[src/rtl/core/fsfc_pkg.sv]
// shared types, widths and constants of the flat shading face color block
package fsfc_pkg;

  localparam int COORD_WIDTH = 24;
  localparam int EDGE_W      = COORD_WIDTH + 1;
  localparam int SEDGE_MAG_W = 25;
  localparam int SEDGE_W     = SEDGE_MAG_W + 1;
  localparam int PROD_W      = 2 * SEDGE_MAG_W + 1;
  localparam int CROSS_W     = PROD_W + 1;
  localparam int CMAG_W      = CROSS_W - 1;
  localparam int M_W         = 31;
  localparam int SQ_W        = 2 * M_W;
  localparam int SUM_W       = 64;
  localparam int LEN_W       = SUM_W / 2;
  localparam int NORM_SHIFT  = 14;
  localparam int Q_W         = NORM_SHIFT + 1;
  localparam int NUM_W       = M_W + NORM_SHIFT + 1;
  localparam int REM_W       = NUM_W + 1;
  localparam int SH_W        = 6;

  localparam logic [15:0] LEVEL_ONE = 16'd32768;

  localparam logic [2:0] CFG_LIGHT_X    = 3'd0;
  localparam logic [2:0] CFG_LIGHT_Y    = 3'd1;
  localparam logic [2:0] CFG_LIGHT_Z    = 3'd2;
  localparam logic [2:0] CFG_AMBIENT    = 3'd3;
  localparam logic [2:0] CFG_DIFFUSE    = 3'd4;
  localparam logic [2:0] CFG_BASE_COLOR = 3'd5;

  localparam logic [15:0] RST_LIGHT_X    = 16'd9459;
  localparam logic [15:0] RST_LIGHT_Y    = 16'd9459;
  localparam logic [15:0] RST_LIGHT_Z    = 16'hDB0D;
  localparam logic [15:0] RST_AMBIENT    = 16'd8192;
  localparam logic [15:0] RST_DIFFUSE    = 16'd24576;
  localparam logic [23:0] RST_BASE_COLOR = 24'd14464140;

  typedef struct packed {
    logic signed [COORD_WIDTH-1:0] corner0_x;
    logic signed [COORD_WIDTH-1:0] corner0_y;
    logic signed [COORD_WIDTH-1:0] corner0_z;
    logic signed [COORD_WIDTH-1:0] corner1_x;
    logic signed [COORD_WIDTH-1:0] corner1_y;
    logic signed [COORD_WIDTH-1:0] corner1_z;
    logic signed [COORD_WIDTH-1:0] corner2_x;
    logic signed [COORD_WIDTH-1:0] corner2_y;
    logic signed [COORD_WIDTH-1:0] corner2_z;
    logic signed [15:0]            given_normal_x;
    logic signed [15:0]            given_normal_y;
    logic signed [15:0]            given_normal_z;
  } in_t;

  typedef struct packed {
    logic signed [15:0] face_normal_x;
    logic signed [15:0] face_normal_y;
    logic signed [15:0] face_normal_z;
    logic [7:0]         lit_red;
    logic [7:0]         lit_green;
    logic [7:0]         lit_blue;
    logic               degenerate;
  } out_t;

  typedef struct packed {
    logic [15:0] light_x;
    logic [15:0] light_y;
    logic [15:0] light_z;
    logic [15:0] ambient;
    logic [15:0] diffuse;
    logic [23:0] base_color;
  } cfg_t;

  typedef struct packed {
    logic             use_given;
    logic [2:0][15:0] given;
  } side_t;

  typedef struct packed {
    side_t               side;
    logic [2:0]          neg;
    logic [2:0][M_W-1:0] m;
  } geo_t;

  typedef struct packed {
    side_t      side;
    logic [2:0] neg;
    logic       deg;
  } div_tag_t;

endpackage

[src/rtl/core/fsfc_shade.sv]
// lambert intensity and color scaling, ending in the output register
module fsfc_shade import fsfc_pkg::*; (
  input  logic             clk,
  input  logic             rst,
  input  logic             en,
  input  logic             in_valid,
  input  logic [2:0][15:0] normal,
  input  logic             deg,
  input  cfg_t             cfg,
  output logic             out_valid,
  output out_t             out_word
);

  logic [4:0] v;
  logic [2:0][15:0] n1, n2, n3, n4;
  logic d1, d2, d3, d4;
  logic signed [31:0] pr [3];
  logic signed [33:0] dot;
  logic [48:0]        dprod;
  logic [15:0]        inten;
  logic [32:0]        ad;
  logic [21:0]        isum;

  always_ff @(posedge clk) begin
    if (rst) begin
      v <= '0;
    end else if (en) begin
      v <= {v[3:0], in_valid};
    end
  end

  always_ff @(posedge clk) begin
    if (en) begin
      pr[0] <= $signed(normal[0]) * $signed(cfg.light_x);
      pr[1] <= $signed(normal[1]) * $signed(cfg.light_y);
      pr[2] <= $signed(normal[2]) * $signed(cfg.light_z);
      n1 <= normal;
      d1 <= deg;
    end
  end

  always_ff @(posedge clk) begin
    if (en) begin
      dot <= 34'(pr[0]) + 34'(pr[1]) + 34'(pr[2]);
      n2 <= n1;
      d2 <= d1;
    end
  end

  assign ad = dot[33] ? 33'(-dot) : 33'(dot);

  always_ff @(posedge clk) begin
    if (en) begin
      dprod <= 49'(cfg.diffuse) * 49'(ad);
      n3 <= n2;
      d3 <= d2;
    end
  end

  assign isum = 22'(cfg.ambient) + 22'(dprod[48:28]);

  always_ff @(posedge clk) begin
    if (en) begin
      inten <= isum > 22'(LEVEL_ONE) ? LEVEL_ONE : isum[15:0];
      n4 <= n3;
      d4 <= d3;
    end
  end

  always_ff @(posedge clk) begin
    if (en) begin
      out_word.face_normal_x <= n4[0];
      out_word.face_normal_y <= n4[1];
      out_word.face_normal_z <= n4[2];
      out_word.lit_red   <= 8'((24'(cfg.base_color[7:0]) * 24'(inten)) >> 15);
      out_word.lit_green <= 8'((24'(cfg.base_color[15:8]) * 24'(inten)) >> 15);
      out_word.lit_blue  <= 8'((24'(cfg.base_color[23:16]) * 24'(inten)) >> 15);
      out_word.degenerate <= d4;
    end
  end

  assign out_valid = v[4];

endmodule
[config.mk]
export PLATFORM = sky130hd
export DESIGN_NAME = fsfc_shade
export DESIGN_NICKNAME = d
export VERILOG_FILES = /design/src/rtl/core/fsfc_pkg.sv /design/src/rtl/core/fsfc_shade.sv
export SDC_FILE = /design/constraint.sdc
export NUM_CORES = 2
export LEC_CHECK = 0
export BUFFER_PORTS_ARGS = -buffer_cell sky130_fd_sc_hd__buf_4
export CAP_MARGIN = 20
export CORE_ASPECT_RATIO = 0.6
export CORE_UTILIZATION = 60
export DETAILED_ROUTE_END_ITERATION = 7
export GPL_ROUTABILITY_DRIVEN = 0
export PLACE_DENSITY = 0.85
export REMOVE_ABC_BUFFERS = 1
export SLEW_MARGIN = 10
export SYNTH_ARGS = -nofsm -noshare
export SYNTH_HDL_FRONTEND = slang
export SYNTH_SLANG_ARGS = --single-unit
[constraint.sdc]
create_clock -name clk -period 11.2 [get_ports clk]
set_input_delay 1.68 -clock clk [delete_from_list [all_inputs] [get_ports clk]]
set_output_delay 1.68 -clock clk [all_outputs]
set_load 0.02 [all_outputs]
==> reports/qor.txt <==
Reg clk slew, reported paths: 0.08 ns
Post-CTS Resized: 0
Synth unique cells: 72
Total CTS buffers: 46
Mean Syn Cell Area: 10.14 µm²
Compound-Gate Fraction of Synth Area: 0.04826
XOR/XNOR share of the synthesized area: 0.02699
DP HPWL: 135600 µm
Drt first pass iters: 6
ANT nets after route: 0
Initial Util: 0.6065
Area growth syn-to-layout: 6.570%
Crit-path max FO: 18
Setup CP Type: reg -> reg
Worst-margin pin slew: 1.054 ns
Layout cell share with drive strength beyond 1: 0.05232
Global route overflow: 0
Synth Instances: 7135
# Post-CTS Setup Buffers: 0
CP startpoint kind: flip-flop
Worst Hold Depth: 0
Pins Over Slew Limit: 0
Iteration-0 DRC Markers: 4266
Layout Nets: 9396
RSZ-0062 raised after global routing: no
Post-route design area: 0.07712 mm²
WP data arrival: 9.30 ns
Setup tns final: 0 ns
Max-cap violations: 0
Status: finished, final reports clean
H-tree depth: 2
Dpl cell area: 0.07560 mm²
Commonest register cell after synthesis: edfxtp_1
Hold-fix buffers, CTS: 0
First-pass GRT wire length: 283900 µm
Initial antenna violation count: 0
Clock sinks: 441
Final Hold Viols: 0
Die Height: 271.0 µm
Residual DRC: 0
Worst slew margin: 0.2973
Adder-cell share of the synthesized area: 0.5058
Post-synthesis mux area share: 0.001124
Worst Setup End Kind: flip-flop
Fin Clk Skew: 0.05021 ns
Hold WC Path Type: reg -> reg
Crit share post-route: 0.7903
Total wire length: 171600 µm
Total GRT Usage: 0.2916
Most frequent cells in the layout: 1565 x inv_1, 1497 x fa_1, 1023 x nand2_1
Largest family of logic cells by synthesized area: adder cells
I/O pins: 231
Post-synth EDFFs: 436
Yosys reg bits: 441
CTS tree: yes
Clk_lat worst skew: 0.66 ns
Largest net degree at the start of global routing: 168
Commonest non-fill, non-tap cell in the layout: inv_1
Synth warnings: 0
DIE WIDTH: 450.3 µm
Final setup violation count: 0
Row Count: 98
Std-Cell Core Area: 0.1193 mm²
Sequential element share of the synthesized area: 0.1823
Avg WL per Cell: 19.40 µm
Post-Syn Area: 0.07236 mm²
Highest Clock Rate: 113.0 MHz
Reg2Reg Depth: 26
Vias in the first global route: 54760
CTS root buf: clkbuf_16
Minimum clock period: 8.851 ns
PortBufs: 230
Fill count: 8975
CP required: 11.64 ns
Die Footprint: 0.1220 mm²
Vias per cell: 5.652
Post-synth ARST share: 0
Clock tree buffer depth: 3
Simple-Gate Fraction of Synth Area: 0.1410
Vias post-DR: 50000
critical path: stages (launching register included):
cell and delay, ns:
edfxtp_1 0.66, inv_1 0.15, ha_1 0.20, nand2_1 0.11, or3_1 0.41, or4_1 0.58
or2_1 0.32, o31ai_1 0.28, xnor2_1 0.16, buf_4 0.25, nand2_1 0.11, fa_1 0.53
fa_1 0.52, fa_1 0.52, inv_1 0.06, fa_1 0.55, fa_1 0.43, fa_1 0.48
ha_1 0.36, a211oi_1 0.27, nand2_1 0.13, nor4_1 0.34, a311oi_1 0.22, a21o_1 0.31
a21oi_1 0.28, nand2_1 0.13, o311ai_0 0.31
state kept, by name (all words and copies together) (netlist names):
| signal | flops |
|---|---|
| v | 5 |
| inten | 16 |
| dprod | 21 |
| n3 | 48 |
| d3 | 1 |
| pr | 96 |
| d2 | 1 |
| out_word | 73 |
| n2 | 48 |
| dot | 34 |
| n1 | 48 |
| d4 | 1 |
| d1 | 1 |
| n4 | 48 |
through the flow:
stage	hold slack (ns)	std cells	worst slack, ns	util
2_1_floorplan	0.4003	6881	3.102	-
3_3_place_gp	0.4000	8763	2.546	0.6336
3_5_place_dp	0.4045	8764	2.477	0.6337
4_1_cts	0.4145	8844	2.481	0.6464
5_1_grt	0.4192	8844	2.017	0.6464
6_report	0.4110	8845	2.349	0.6464
cell usage after synthesis, types with 15 or more instances:
cell / count / share of area
nand2_1: 1023 / 0.053
nand3_1: 37 / 0.0026
a21oi_1: 146 / 0.010
o21a_1: 31 / 0.0032
and2_1: 684 / 0.059
xor2_1: 59 / 0.0071
nand4_1: 18 / 0.0016
or3_1: 19 / 0.0016
o31ai_1: 15 / 0.0016
o21ai_0: 88 / 0.0061
nor3_1: 39 / 0.0027
nor2b_1: 25 / 0.0022
nand2b_1: 66 / 0.0057
a211oi_1: 18 / 0.0019
clkbuf_1: 247 / 0.013
a31oi_1: 21 / 0.0018
nor2_1: 113 / 0.0059
a21o_1: 85 / 0.0088
ha_1: 530 / 0.092
edfxtp_1: 436 / 0.18
o21bai_1: 24 / 0.0025
xnor2_1: 164 / 0.020
inv_1: 1565 / 0.081
fa_1: 1497 / 0.41
path summary, 6_finish.rpt:
| path | startpoint | to | slack [ns] |
|---|---|---|---|
| min | n1[24] | n2[24] | 0.41 |
| max | dot[0] | dprod[47] | 2.35 |
| max reg2reg | dot[0] | dprod[47] | 2.35 |
| min reg2reg | n1[24] | n2[24] | 0.41 |
layer usage:
metal,wire length [µm],part of all wire,vias up,global-route usage
li1,-,-,21800,-
met1,71430,0.42,25270,0.4220
met2,77170,0.45,2616,0.4447
met3,19290,0.11,307,0.07257
met4,3666,0.021,0,0.06821
met5,0,0,-,0
area by class of cell:
cell class                      instances  area (µm²)  area share
Clock inverter                         31       349.1    0.004527
Tap cell                             1600        2002     0.02596
Timing Repair Buffer                  283        2145     0.02781
Multi-Input combinational cell       4875       52390      0.6794
Clock buffer                           49        1162     0.01507
Antenna cell                            1       2.502  0.00003245
Sequential cell                       441       13190      0.1711
Inverter                             1565        5874     0.07617
cell families (layout without fill, tap and decap cells):
group / Yosys count / count (layout)
simple gates: 2089 / 2089
fa+ha+maj: 2027 / 2027
buf+inv: 1819 / 1928
compound gates: 528 / 528
flops: 441 / 441
xor+xnor: 223 / 223
mux: 8 / 8
other cells: 0 / 1
Power is not shown: default switching activity piles up to over one toggle a cycle in this logic, so the estimate is an artifact.
